==> config.mk <==
export PLATFORM = sky130hd
export DESIGN_NAME = rgb_led_effect_sequencer
export DESIGN_NICKNAME = d
export VERILOG_FILES = /design/src/hdl/rles_pkg.sv /design/src/hdl/rgb_led_effect_sequencer.sv
export SDC_FILE = /design/constraint.sdc
export NUM_CORES = 2
export LEC_CHECK = 0
export BUFFER_PORTS_ARGS = -buffer_cell sky130_fd_sc_hd__buf_2
export CORE_MARGIN = 4
export CORE_UTILIZATION = 35
export DETAILED_ROUTE_END_ITERATION = 8
export SLEW_MARGIN = 10
export SYNTH_ARGS = -nofsm -noshare
export SYNTH_HDL_FRONTEND = slang
export SYNTH_SLANG_ARGS = --single-unit
==> constraint.sdc <==
create_clock -name clk -period 16.45 [get_ports clk]
set_input_delay 3.29 -clock clk [delete_from_list [all_inputs] [get_ports clk]]
set_output_delay 3.29 -clock clk [all_outputs]
set_load 0.005 [all_outputs]
==> src/hdl/rles_pkg.sv <==
// ----------------------------------------------------------------------------
// rles_pkg
// Shared types, codes and helper functions for the RGB LED effect sequencer.
// ----------------------------------------------------------------------------
package rles_pkg;

  localparam int unsigned STEPS_PER_UNIT = 255;
  localparam int unsigned CHAN_N         = 3;

  localparam logic       REQ_SET  = 1'b0;
  localparam logic       REQ_TICK = 1'b1;

  localparam logic [1:0] EFF_NONE    = 2'd0;
  localparam logic [1:0] EFF_FADE    = 2'd1;
  localparam logic [1:0] EFF_PATTERN = 2'd2;
  localparam logic [1:0] EFF_WHEEL   = 2'd3;

  localparam logic [1:0] MODE_IDLE  = 2'd0;
  localparam logic [1:0] MODE_FADE  = 2'd1;
  localparam logic [1:0] MODE_WHEEL = 2'd2;
  localparam logic [1:0] MODE_FINAL = 2'd3;

  typedef logic [7:0] level_t;

  typedef struct packed {
    level_t r;
    level_t g;
    level_t b;
  } rgb_t;

  // exact x / 255 for x below 65280
  function automatic level_t div255(input logic [15:0] x);
    logic [16:0] s;
    s = {1'b0, x} + {9'd0, x[15:8]} + 17'd1;
    return s[15:8];
  endfunction

  // color wheel at position k mod 255
  function automatic rgb_t wheel_color(input logic [15:0] k);
    logic [8:0] s1;
    logic [8:0] s2;
    level_t     p;
    level_t     q;
    level_t     q3;
    rgb_t       c;
    s1 = {1'b0, k[15:8]} + {1'b0, k[7:0]};
    s2 = {1'b0, s1[7:0]} + {8'd0, s1[8]};
    p  = (s2 >= 9'd255) ? 8'(s2 - 9'd255) : s2[7:0];
    c  = '0;
    if (p < 8'd85) begin
      q = p;
    end else if (p < 8'd170) begin
      q = p - 8'd85;
    end else begin
      q = p - 8'd170;
    end
    q3 = 8'({q, 1'b0} + {1'b0, q});
    if (p < 8'd85) begin
      c.r = 8'd255 - q3;
      c.b = q3;
    end else if (p < 8'd170) begin
      c.g = q3;
      c.b = 8'd255 - q3;
    end else begin
      c.r = q3;
      c.g = 8'd255 - q3;
    end
    return c;
  endfunction

endpackage

==> src/hdl/rgb_led_effect_sequencer.sv <==
// ----------------------------------------------------------------------------
// rgb_led_effect_sequencer
// Set commands and animation ticks in, LED frames out; linear crossfade and
// color wheel runs built on one shared multiplier and a serial divider.
// ----------------------------------------------------------------------------
// channel   direction  handshake              payload
// in_*      input      in_valid / in_ready    req_type, color, bright, on, effect, duration
// out_*     output     out_valid / out_ready  out_red/green/blue, out_final_frame
//
// Set command: multiply pass over three color channels, then it either emits
// a frame or starts a run.
// Fade tick: two multiplies and the serial divider (one quotient bit a cycle,
// 16 bits per color channel, three channels in turn).
// Wheel or final tick: computes one frame and emits it; a tick while idle emits nothing.
// A frame waits in the output register; the next transaction is accepted
// meanwhile and holds in the emit state only if the register is still full.
// Reset is synchronous, active low; no clearing pass.
// ----------------------------------------------------------------------------
module rgb_led_effect_sequencer (
  input  logic                 clk,
  input  logic                 rst_n,
  input  logic                 in_valid,
  output logic                 in_ready,
  input  logic                 in_req_type,
  input  rles_pkg::level_t     in_red,
  input  rles_pkg::level_t     in_green,
  input  rles_pkg::level_t     in_blue,
  input  rles_pkg::level_t     in_bright,
  input  logic                 in_on_flag,
  input  logic [1:0]           in_effect,
  input  logic [7:0]           in_duration,
  output logic                 out_valid,
  input  logic                 out_ready,
  output rles_pkg::level_t     out_red,
  output rles_pkg::level_t     out_green,
  output rles_pkg::level_t     out_blue,
  output logic                 out_final_frame
);
  import rles_pkg::*;

  localparam logic [3:0] S_IDLE     = 4'd0;
  localparam logic [3:0] S_SET_E    = 4'd1;
  localparam logic [3:0] S_SET_S    = 4'd2;
  localparam logic [3:0] S_SET_DONE = 4'd3;
  localparam logic [3:0] S_TICK     = 4'd4;
  localparam logic [3:0] S_FMUL_A   = 4'd5;
  localparam logic [3:0] S_FMUL_B   = 4'd6;
  localparam logic [3:0] S_FLOAD    = 4'd7;
  localparam logic [3:0] S_FDIV     = 4'd8;
  localparam logic [3:0] S_FSTORE   = 4'd9;
  localparam logic [3:0] S_EMIT     = 4'd10;

  localparam logic [1:0] CH_LAST = 2'(CHAN_N - 1);

  logic [3:0]  state_r;
  logic [1:0]  ch_r;

  level_t      nc_r [CHAN_N];
  level_t      nb_r;
  logic        non_r;
  logic [1:0]  eff_r;
  logic [7:0]  dur_r;

  level_t      cur_r [CHAN_N];
  level_t      cur_bright_r;
  logic        cur_on_r;
  logic [15:0] start_level_r [CHAN_N];
  logic [15:0] end_level_r [CHAN_N];
  level_t      final_level_r [CHAN_N];
  logic [15:0] step_count_r;
  logic [15:0] total_steps_r;
  logic [1:0]  mode_r;

  logic [15:0] tmi_r;
  logic [31:0] acc_r;
  logic [31:0] prod_r;
  logic [15:0] rem_r;
  logic [15:0] dvd_r;
  logic [15:0] q_r;
  logic [3:0]  cnt_r;

  level_t      frm_r [CHAN_N];
  logic        fin_r;

  logic        out_valid_r;
  level_t      out_red_r;
  level_t      out_green_r;
  level_t      out_blue_r;
  logic        out_fin_r;

  logic [15:0] mul_a;
  logic [15:0] mul_b;
  logic [31:0] mul_p;
  logic [31:0] sum;
  logic [16:0] rem_sh;
  logic        ge;
  logic        keep_color;
  logic        emit_ok;
  rgb_t        whl;

  // shared multiplier
  always_comb begin
    case (state_r)
      S_SET_E: begin
        mul_a = {8'd0, nc_r[ch_r]};
        mul_b = {8'd0, nb_r};
      end
      S_SET_S: begin
        mul_a = {8'd0, cur_r[ch_r]};
        mul_b = {8'd0, cur_bright_r};
      end
      S_SET_DONE: begin
        mul_a = 16'(STEPS_PER_UNIT);
        mul_b = {8'd0, dur_r};
      end
      S_FMUL_A: begin
        mul_a = end_level_r[ch_r];
        mul_b = tmi_r;
      end
      S_FMUL_B: begin
        mul_a = start_level_r[ch_r];
        mul_b = step_count_r;
      end
      default: begin
        mul_a = '0;
        mul_b = '0;
      end
    endcase
  end

  assign mul_p      = mul_a * mul_b;
  assign sum        = acc_r + prod_r;
  assign rem_sh     = {rem_r, dvd_r[15]};
  assign ge         = rem_sh >= {1'b0, total_steps_r};
  assign keep_color = !non_r && nc_r[0] == 8'd0 && nc_r[1] == 8'd0 && nc_r[2] == 8'd0;
  assign emit_ok    = !out_valid_r || out_ready;
  assign whl        = wheel_color(step_count_r);

  assign in_ready        = (state_r == S_IDLE);
  assign out_valid       = out_valid_r;
  assign out_red         = out_red_r;
  assign out_green       = out_green_r;
  assign out_blue        = out_blue_r;
  assign out_final_frame = out_fin_r;

  always_ff @(posedge clk) begin
    if (!rst_n) begin
      state_r       <= S_IDLE;
      ch_r          <= '0;
      mode_r        <= MODE_IDLE;
      step_count_r  <= '0;
      total_steps_r <= '0;
      cur_bright_r  <= 8'd255;
      cur_on_r      <= 1'b0;
      out_valid_r   <= 1'b0;
      cnt_r         <= '0;
      for (int c = 0; c < CHAN_N; c++) begin
        cur_r[c]         <= 8'd255;
        start_level_r[c] <= '0;
        end_level_r[c]   <= '0;
        final_level_r[c] <= '0;
      end
    end else begin
      if (out_valid_r && out_ready && state_r != S_EMIT) begin
        out_valid_r <= 1'b0;
      end
      case (state_r)
        S_IDLE: begin
          if (in_valid) begin
            nc_r[0]  <= in_red;
            nc_r[1]  <= in_green;
            nc_r[2]  <= in_blue;
            nb_r     <= (in_bright == 8'd0) ? 8'd255 : in_bright;
            non_r    <= (in_bright == 8'd0) ? 1'b0 : in_on_flag;
            eff_r    <= in_effect;
            dur_r    <= in_duration;
            ch_r     <= '0;
            state_r  <= (in_req_type == REQ_SET) ? S_SET_E : S_TICK;
          end
        end
        S_SET_E: begin
          end_level_r[ch_r] <= non_r ? mul_p[15:0] : 16'd0;
          state_r           <= S_SET_S;
        end
        S_SET_S: begin
          start_level_r[ch_r] <= cur_on_r ? mul_p[15:0] : 16'd0;
          final_level_r[ch_r] <= div255(end_level_r[ch_r]);
          if (ch_r == CH_LAST) begin
            state_r <= S_SET_DONE;
          end else begin
            ch_r    <= ch_r + 2'd1;
            state_r <= S_SET_E;
          end
        end
        S_SET_DONE: begin
          total_steps_r <= mul_p[15:0];
          step_count_r  <= mul_p[15:0];
          if (!keep_color) begin
            for (int c = 0; c < CHAN_N; c++) begin
              cur_r[c] <= nc_r[c];
            end
          end
          cur_bright_r <= nb_r;
          cur_on_r     <= non_r;
          if (dur_r != 8'd0 && eff_r == EFF_FADE && mul_p[15:0] != 16'd0) begin
            mode_r  <= MODE_FADE;
            state_r <= S_IDLE;
          end else if (dur_r != 8'd0 && eff_r == EFF_WHEEL) begin
            mode_r  <= MODE_WHEEL;
            state_r <= S_IDLE;
          end else begin
            mode_r  <= MODE_IDLE;
            frm_r   <= final_level_r;
            fin_r   <= 1'b1;
            state_r <= S_EMIT;
          end
        end
        S_TICK: begin
          case (mode_r)
            MODE_FADE: begin
              if (total_steps_r == 16'd0 || step_count_r == 16'd0 ||
                  step_count_r > total_steps_r) begin
                mode_r  <= MODE_IDLE;
                frm_r   <= final_level_r;
                fin_r   <= 1'b1;
                state_r <= S_EMIT;
              end else begin
                tmi_r   <= total_steps_r - step_count_r;
                ch_r    <= '0;
                state_r <= S_FMUL_A;
              end
            end
            MODE_WHEEL: begin
              frm_r[0] <= whl.r;
              frm_r[1] <= whl.g;
              frm_r[2] <= whl.b;
              fin_r    <= 1'b0;
              if (step_count_r == 16'd0) begin
                mode_r <= MODE_FINAL;
              end else begin
                step_count_r <= step_count_r - 16'd1;
              end
              state_r <= S_EMIT;
            end
            MODE_FINAL: begin
              mode_r  <= MODE_IDLE;
              frm_r   <= final_level_r;
              fin_r   <= 1'b1;
              state_r <= S_EMIT;
            end
            default: begin
              state_r <= S_IDLE;
            end
          endcase
        end
        S_FMUL_A: begin
          acc_r   <= mul_p;
          state_r <= S_FMUL_B;
        end
        S_FMUL_B: begin
          prod_r  <= mul_p;
          state_r <= S_FLOAD;
        end
        S_FLOAD: begin
          rem_r   <= sum[31:16];
          dvd_r   <= sum[15:0];
          cnt_r   <= '0;
          state_r <= S_FDIV;
        end
        S_FDIV: begin
          rem_r <= ge ? 16'(rem_sh - {1'b0, total_steps_r}) : rem_sh[15:0];
          dvd_r <= {dvd_r[14:0], 1'b0};
          q_r   <= {q_r[14:0], ge};
          cnt_r <= cnt_r + 4'd1;
          if (cnt_r == 4'd15) begin
            state_r <= S_FSTORE;
          end
        end
        S_FSTORE: begin
          frm_r[ch_r] <= div255(q_r);
          if (ch_r == CH_LAST) begin
            fin_r        <= 1'b0;
            step_count_r <= step_count_r - 16'd1;
            if (step_count_r == 16'd1) begin
              mode_r <= MODE_FINAL;
            end
            state_r <= S_EMIT;
          end else begin
            ch_r    <= ch_r + 2'd1;
            state_r <= S_FMUL_A;
          end
        end
        S_EMIT: begin
          if (emit_ok) begin
            out_valid_r <= 1'b1;
            out_red_r   <= frm_r[0];
            out_green_r <= frm_r[1];
            out_blue_r  <= frm_r[2];
            out_fin_r   <= fin_r;
            state_r     <= S_IDLE;
          end
        end
        default: begin
          state_r <= S_IDLE;
        end
      endcase
    end
  end

`ifndef SYNTHESIS
  a_accept_leaves_idle: assert property (@(posedge clk) disable iff (!rst_n)
    in_valid && in_ready |=> state_r != S_IDLE)
    else $error("accepted transaction did not start work");

  a_rem_below_divisor: assert property (@(posedge clk) disable iff (!rst_n)
    state_r == S_FDIV |-> rem_r < total_steps_r)
    else $error("divider remainder not below divisor");

  a_step_in_range: assert property (@(posedge clk) disable iff (!rst_n)
    state_r == S_IDLE && mode_r == MODE_FADE |-> step_count_r <= total_steps_r)
    else $error("fade step count beyond run length");

  a_frame_from_emit: assert property (@(posedge clk) disable iff (!rst_n)
    $rose(out_valid_r) |-> $past(state_r == S_EMIT))
    else $error("frame loaded outside emit state");
`endif

endmodule
=== Yosys cells after proc, flatten, opt, wreduce, memory -nomap -nowiden ===
Memory sizes are Yosys's and may differ from the RTL's. A register that Yosys moved wholly into a read port is not among the register bits.
Cells that the tools add are included.

* $add $sub $neg: 17
* $mul: 1
* Magnitude comparators: 7
* Eq/ne operators: 34
* Mux-type cells: 95
* Bitwise logic cells: 5
* Reduce and logical (&&, ||, !) cells: 43

{| class="wikitable"
|+ Operator list
! kind !! count
|-
| $pmux 16 s5 || 2
|-
| $pmux 24 s3 || 2
|-
| $mux 16 || 8
|-
| $mux 8 || 13
|-
| $mux 24 || 3
|-
| $pmux 16 s2 || 2
|-
| $bwmux 24 || 2
|-
| $pmux 16 s3 || 1
|-
| $pmux 4 s11 || 1
|-
| $mux 2 || 21
|-
| $add 16x1->16 const B || 2
|-
| $add 16x8->16 || 2
|-
| $add 32x32->32 || 1
|-
| $logic_not 16->1 || 2
|-
| $logic_not 8->1 || 4
|-
| $mul 16x16->32 || 1
|-
| $reduce_or 16->1 || 2
|-
| $sub 16x16->16 || 2
|-
| $mux 4 || 7
|-
| $mux 1 || 24
|-
| $ne 2x2->1 const B || 11
|-
| $pmux 2 s3 || 3
|-
| $ge 17x16->1 || 1
|-
| $demux 8 s2 || 1
|-
| 47 further kinds || 84
|}

* Bits in registers: 275
* Bits in writable memories: 144
* Output and inout port bits: 27
* Word-level logic and storage cells: 236
* Memories kept: 4

{| class="wikitable"
|+ Memories
! memory !! depth !! bits a word !! read ports !! clocked after memory_dff !! write ports !! line !! source
|-
| end_level_r || 3 || 16 || 1 || 1 || 3 || rgb_led_effect_sequencer.sv:68 || <nowiki>logic [15:0] end_level_r [CHAN_N];</nowiki>
|-
| start_level_r || 3 || 16 || 1 || 1 || 3 || rgb_led_effect_sequencer.sv:67 || <nowiki>logic [15:0] start_level_r [CHAN_N];</nowiki>
|-
| cur_r || 3 || 8 || 1 || 1 || 3 || rgb_led_effect_sequencer.sv:64 || <nowiki>level_t cur_r [CHAN_N];</nowiki>
|-
| nc_r || 3 || 8 || 4 || 1 || 3 || rgb_led_effect_sequencer.sv:58 || <nowiki>level_t nc_r [CHAN_N];</nowiki>
|}

=== Longest topological paths before layout ===
* Depth after elaboration: 13
* Gate-level depth with buffers: 36

=== Least setup slack after synthesis ===
OpenSTA, ideal clock, no wires.

* Path type: reg-to-reg
* Start: reg with a tool-made name
* End: reg fin_r (enable)
* Setup time: 302 ps
* Data arrival time: 9460 ps
* Data required time: 16148 ps
* Path slack: 6688 ps
* Cell stages (with the launch flop): 28
* Period minus slack after synthesis: 9762 ps
* Path through: dfxtp_1 clkbuf_1 buf_2 buf_1 buf_2 mux4_2 a211oi_1 nor2_1 fa_1 fa_1 ha_1 fa_1 inv_1 fa_1 fa_1 inv_1 ha_1 nand2_1 a21oi_1 nor2_1 xnor2_1 or3_1 or4_1 or3_1 o31ai_2 nand3_1 a21oi_1 nor2b_1

{| class="wikitable"
|+ RTL lines
! element !! line !! source
|-
| to (signal assigned) || rgb_led_effect_sequencer.sv:214 || <nowiki>fin_r <= 1'b1;</nowiki>
|-
| to (signal assigned) || rgb_led_effect_sequencer.sv:225 || <nowiki>fin_r <= 1'b1;</nowiki>
|-
| to (signal assigned) || rgb_led_effect_sequencer.sv:237 || <nowiki>fin_r <= 1'b0;</nowiki>
|-
| to (decl) || rgb_led_effect_sequencer.sv:83 || <nowiki>logic fin_r;</nowiki>
|}

==> run_results.csv <==
group,metric,value,unit
cts,cts-root-buf,"clkbuf_16",
worst_setup_path,worst_setup_path_end_kind,"flip-flop",
detailed_routing,first_iter_violations,1951,
worst_setup_path,path_delay_family,"adder cells",
timing,fin_tns_setup,0,ns
timing,worst_slew_pin_slew,1.261,ns
placed_design,portBuffers,74,
worst_setup_path,r2r_cells,27,
logic_synthesis,ys.flop_type,"edfxtp_1",
worst_setup_path,critical_path_class,"reg2reg",
timing,fin_crit_sh,58.94,%
logic_synthesis,synth_top_area_share,35.44,%
die,start_util,35.54,%
power_and_ir_drop,ir_drop,0.1083,mV
placed_design,hpwl,65.42,mm
logic_synthesis,syn_nets,3586,
die,dieWidth,308.5,um
logic_synthesis,postSynth.asyncResetShare,0,%
timing,rsz0062_at_grt,"false",
cts,clock_path_buffers,3,
placed_design,dp_slack,6.825,ns
logic_synthesis,postSynthAreaPerCell,10.14,sq um
die,io-pin-count,75,
timing,period_minus_slack,9.695,ns
detailed_routing,vias,23340,
timing,fin_ws,6.755,ns
global_route,grt_pass1_vias,23220,
layout,ff_latch_area,0.01281,sq mm
min_path,hold_path.class,"reg2reg",
flow_run,maxCapViolations,0,
worst_setup_path,worstPathRequired,16.77,ns
global_route,grt.total_usage,18.52,%
cts,ctsResizeCount,0,
power_and_ir_drop,power_leakage,13.72,nW
worst_setup_path,crit_slowest_cell,"a211oi_1",
cts,htreeDepth,2,
timing,fin_worst_skew,0.03017,ns
timing,max_freq,0.1031,GHz
worst_setup_path,cp.depth,27,
cts,insertion_delay,0.61,ns
logic_synthesis,synth_seq_cells,453,
status,status,"finished, final reports clean",
cts,post_cts_buffers,0,
detailed_routing,drt_pass1_iterations,6,
detailed_routing,wire_per_inst,20.15,um
die,die_area,0.09517,sq mm
min_path,holdPathStages,0,
layout,synthToLayoutAreaGrowth,11.05,%
worst_setup_path,cpMostUsedCell,"fa_1",
logic_synthesis,synthTopCellsByCount,"393 x nand2_1, 373 x edfxtp_1, 336 x nor2_1",
global_route,antenna_found_initial,1,
logic_synthesis,synth.most_common_cell,"nand2_1",
timing,maxSlewViolCount,0,
cts,clock_sinks,453,
min_path,hold_start,"fin_r",
logic_synthesis,synth_area,0.03160,sq mm
cts,numCtsBuffers,51,
cts,cts_tree,"yes",
logic_synthesis,yosysSeqAreaShare,40.51,%
cts,cts.clk_slew.worst_paths,0.06,ns
global_route,grt_max_degree,68,
logic_synthesis,yosysUniqueCellTypes,84,
logic_synthesis,synth_edf_count,373,
logic_synthesis,synth_area_leaders,"edfxtp_1 35%, fa_1 13%, ha_1 8.8%, dfxtp_1 5.1%, nand2_1 4.7%",
cts,postCtsHoldBufs,0,
die,core_area,0.08892,sq mm
timing,finalSetupViolCount,0,
detailed_routing,drc,0,
layout,multiInputGateArea,0.01714,sq mm
worst_setup_path,setup.worst_path.start_class,"flip-flop",
logic_synthesis,yosys.area.top_type,"edfxtp_1",
logic_synthesis,synthCells,3116,
detailed_routing,totalWireLength,88.10,mm
detailed_routing,via_per_inst,5.337,
layout,nets,3636,
worst_setup_path,critPathMaxFanout,33,
timing,relSlewSlack,15.70,%
global_route,overflow,0,
power_and_ir_drop,power.density,132.2,mW/mm^2
logic_synthesis,yosysWarnings,0,
worst_setup_path,cp.arrival,10.02,ns
die,row_count,109,
worst_setup_path,slowest_delay,0.99,ns
die,fp.dieH,308.5,um
placed_design,routabilityCongestion,0.9472,
layout,drive_gt1_share,8.700,%
timing,hold_viol_final,0,
layout,antenna_cells,0,
worst_setup_path,path_buf_inv,4,
global_route,grt_pass1_wl,137.2,mm
layout,fillCellCount,8763,
detailed_routing,ant_nets,0,
[layout make-up]
cell class                      count  area share, %
Sequential cell                   453          36.49
Clock inverter                     29         0.9412
Multi-Input combinational cell   2210          48.84
Tap cell                         1165          4.154
Inverter                          333          3.562
Timing Repair Buffer              117          1.975
Clock buffer                       65          4.032
[layout by cell type, fill, tap and decap left out, types with 26 or more instances in the layout]
| cell | n |
|---|---|
| nand2_1 | 393 |
| edfxtp_1 | 373 |
| nor2_1 | 332 |
| inv_1 | 330 |
| ha_1 | 223 |
| fa_1 | 199 |
| a21oi_1 | 159 |
| o21ai_0 | 151 |
| dfxtp_1 | 78 |
| buf_2 | 74 |
| xnor2_1 | 68 |
| clkbuf_16 | 53 |
| buf_4 | 43 |
| nand3_1 | 42 |
| xor2_1 | 38 |
| or3_1 | 38 |
| a22oi_1 | 33 |
| mux4_2 | 31 |
| a21o_1 | 30 |
| a211oi_1 | 30 |
| nor2b_1 | 29 |
| o21ai_1 | 27 |
| mux2i_1 | 26 |
[layer usage]
| layer | vias up | track usage [%] | share of wire, % |
|---|---|---|---|
| li1 | 10940 | - | - |
| met1 | 11430 | 24.83 | 42 |
| met2 | 815 | 30.25 | 46 |
| met3 | 152 | 4.079 | 8.3 |
| met4 | 0 | 5.406 | 3.1 |
| met5 | - | 0 | 0 |
[path summary, 6_finish.rpt]
check,to,slack [ns]
setup / recovery,fin_r,6.75
hold / removal,out_final_frame,0.42
setup reg to reg,fin_r,6.75
hold reg to reg,out_final_frame,0.42
[state kept, by name, summed over array words and instances (netlist names), 16 cells and up, named ones only]
name           flops
dvd_r             16
frm_r             24
tmi_r             16
q_r               16
rem_r             16
cur_r             24
step_count_r      16
final_level_r     24
prod_r            32
start_level_r     64
total_steps_r     16
end_level_r       64
nc_r              24
acc_r             32
[stage by stage]
| step | instance area, sq um | cells | utilization, % | hold WS, ns | power (mW) |
|---|---|---|---|---|---|
| after floorplan | 31600 | 3116 | - | 0.4003 | 2.802 |
| after global placement | 33340 | 4278 | 37.50 | 0.4183 | 3.423 |
| after detailed placement | 33340 | 4278 | 37.50 | 0.4141 | 3.432 |
| after CTS | 35090 | 4372 | 39.46 | 0.4245 | 4.631 |
| after global routing | 35090 | 4372 | 39.47 | 0.4308 | 4.909 |
| final | 35090 | 4372 | 39.47 | 0.4240 | 4.640 |
[cells by family (layout without fill, tap and decap cells)]
group	Yosys count	after routing	synth area share, %
simple gates	1012	1012	14.19
flops	453	453	40.51
compound gates	609	609	12.33
mux	60	60	3.140
buf+inv	453	544	5.436
fa+ha+maj	422	422	21.43
xor+xnor	107	107	2.965
[report_power, final]
part	leakage (nW)	total, mW	internal (mW)	switching, mW
Combinational	8.69	1.93	0.643	1.29
Clock	0.860	1.18	0.692	0.489
Sequential	4.17	1.53	1.42	0.113
Power figures use the tool's default switching activity.
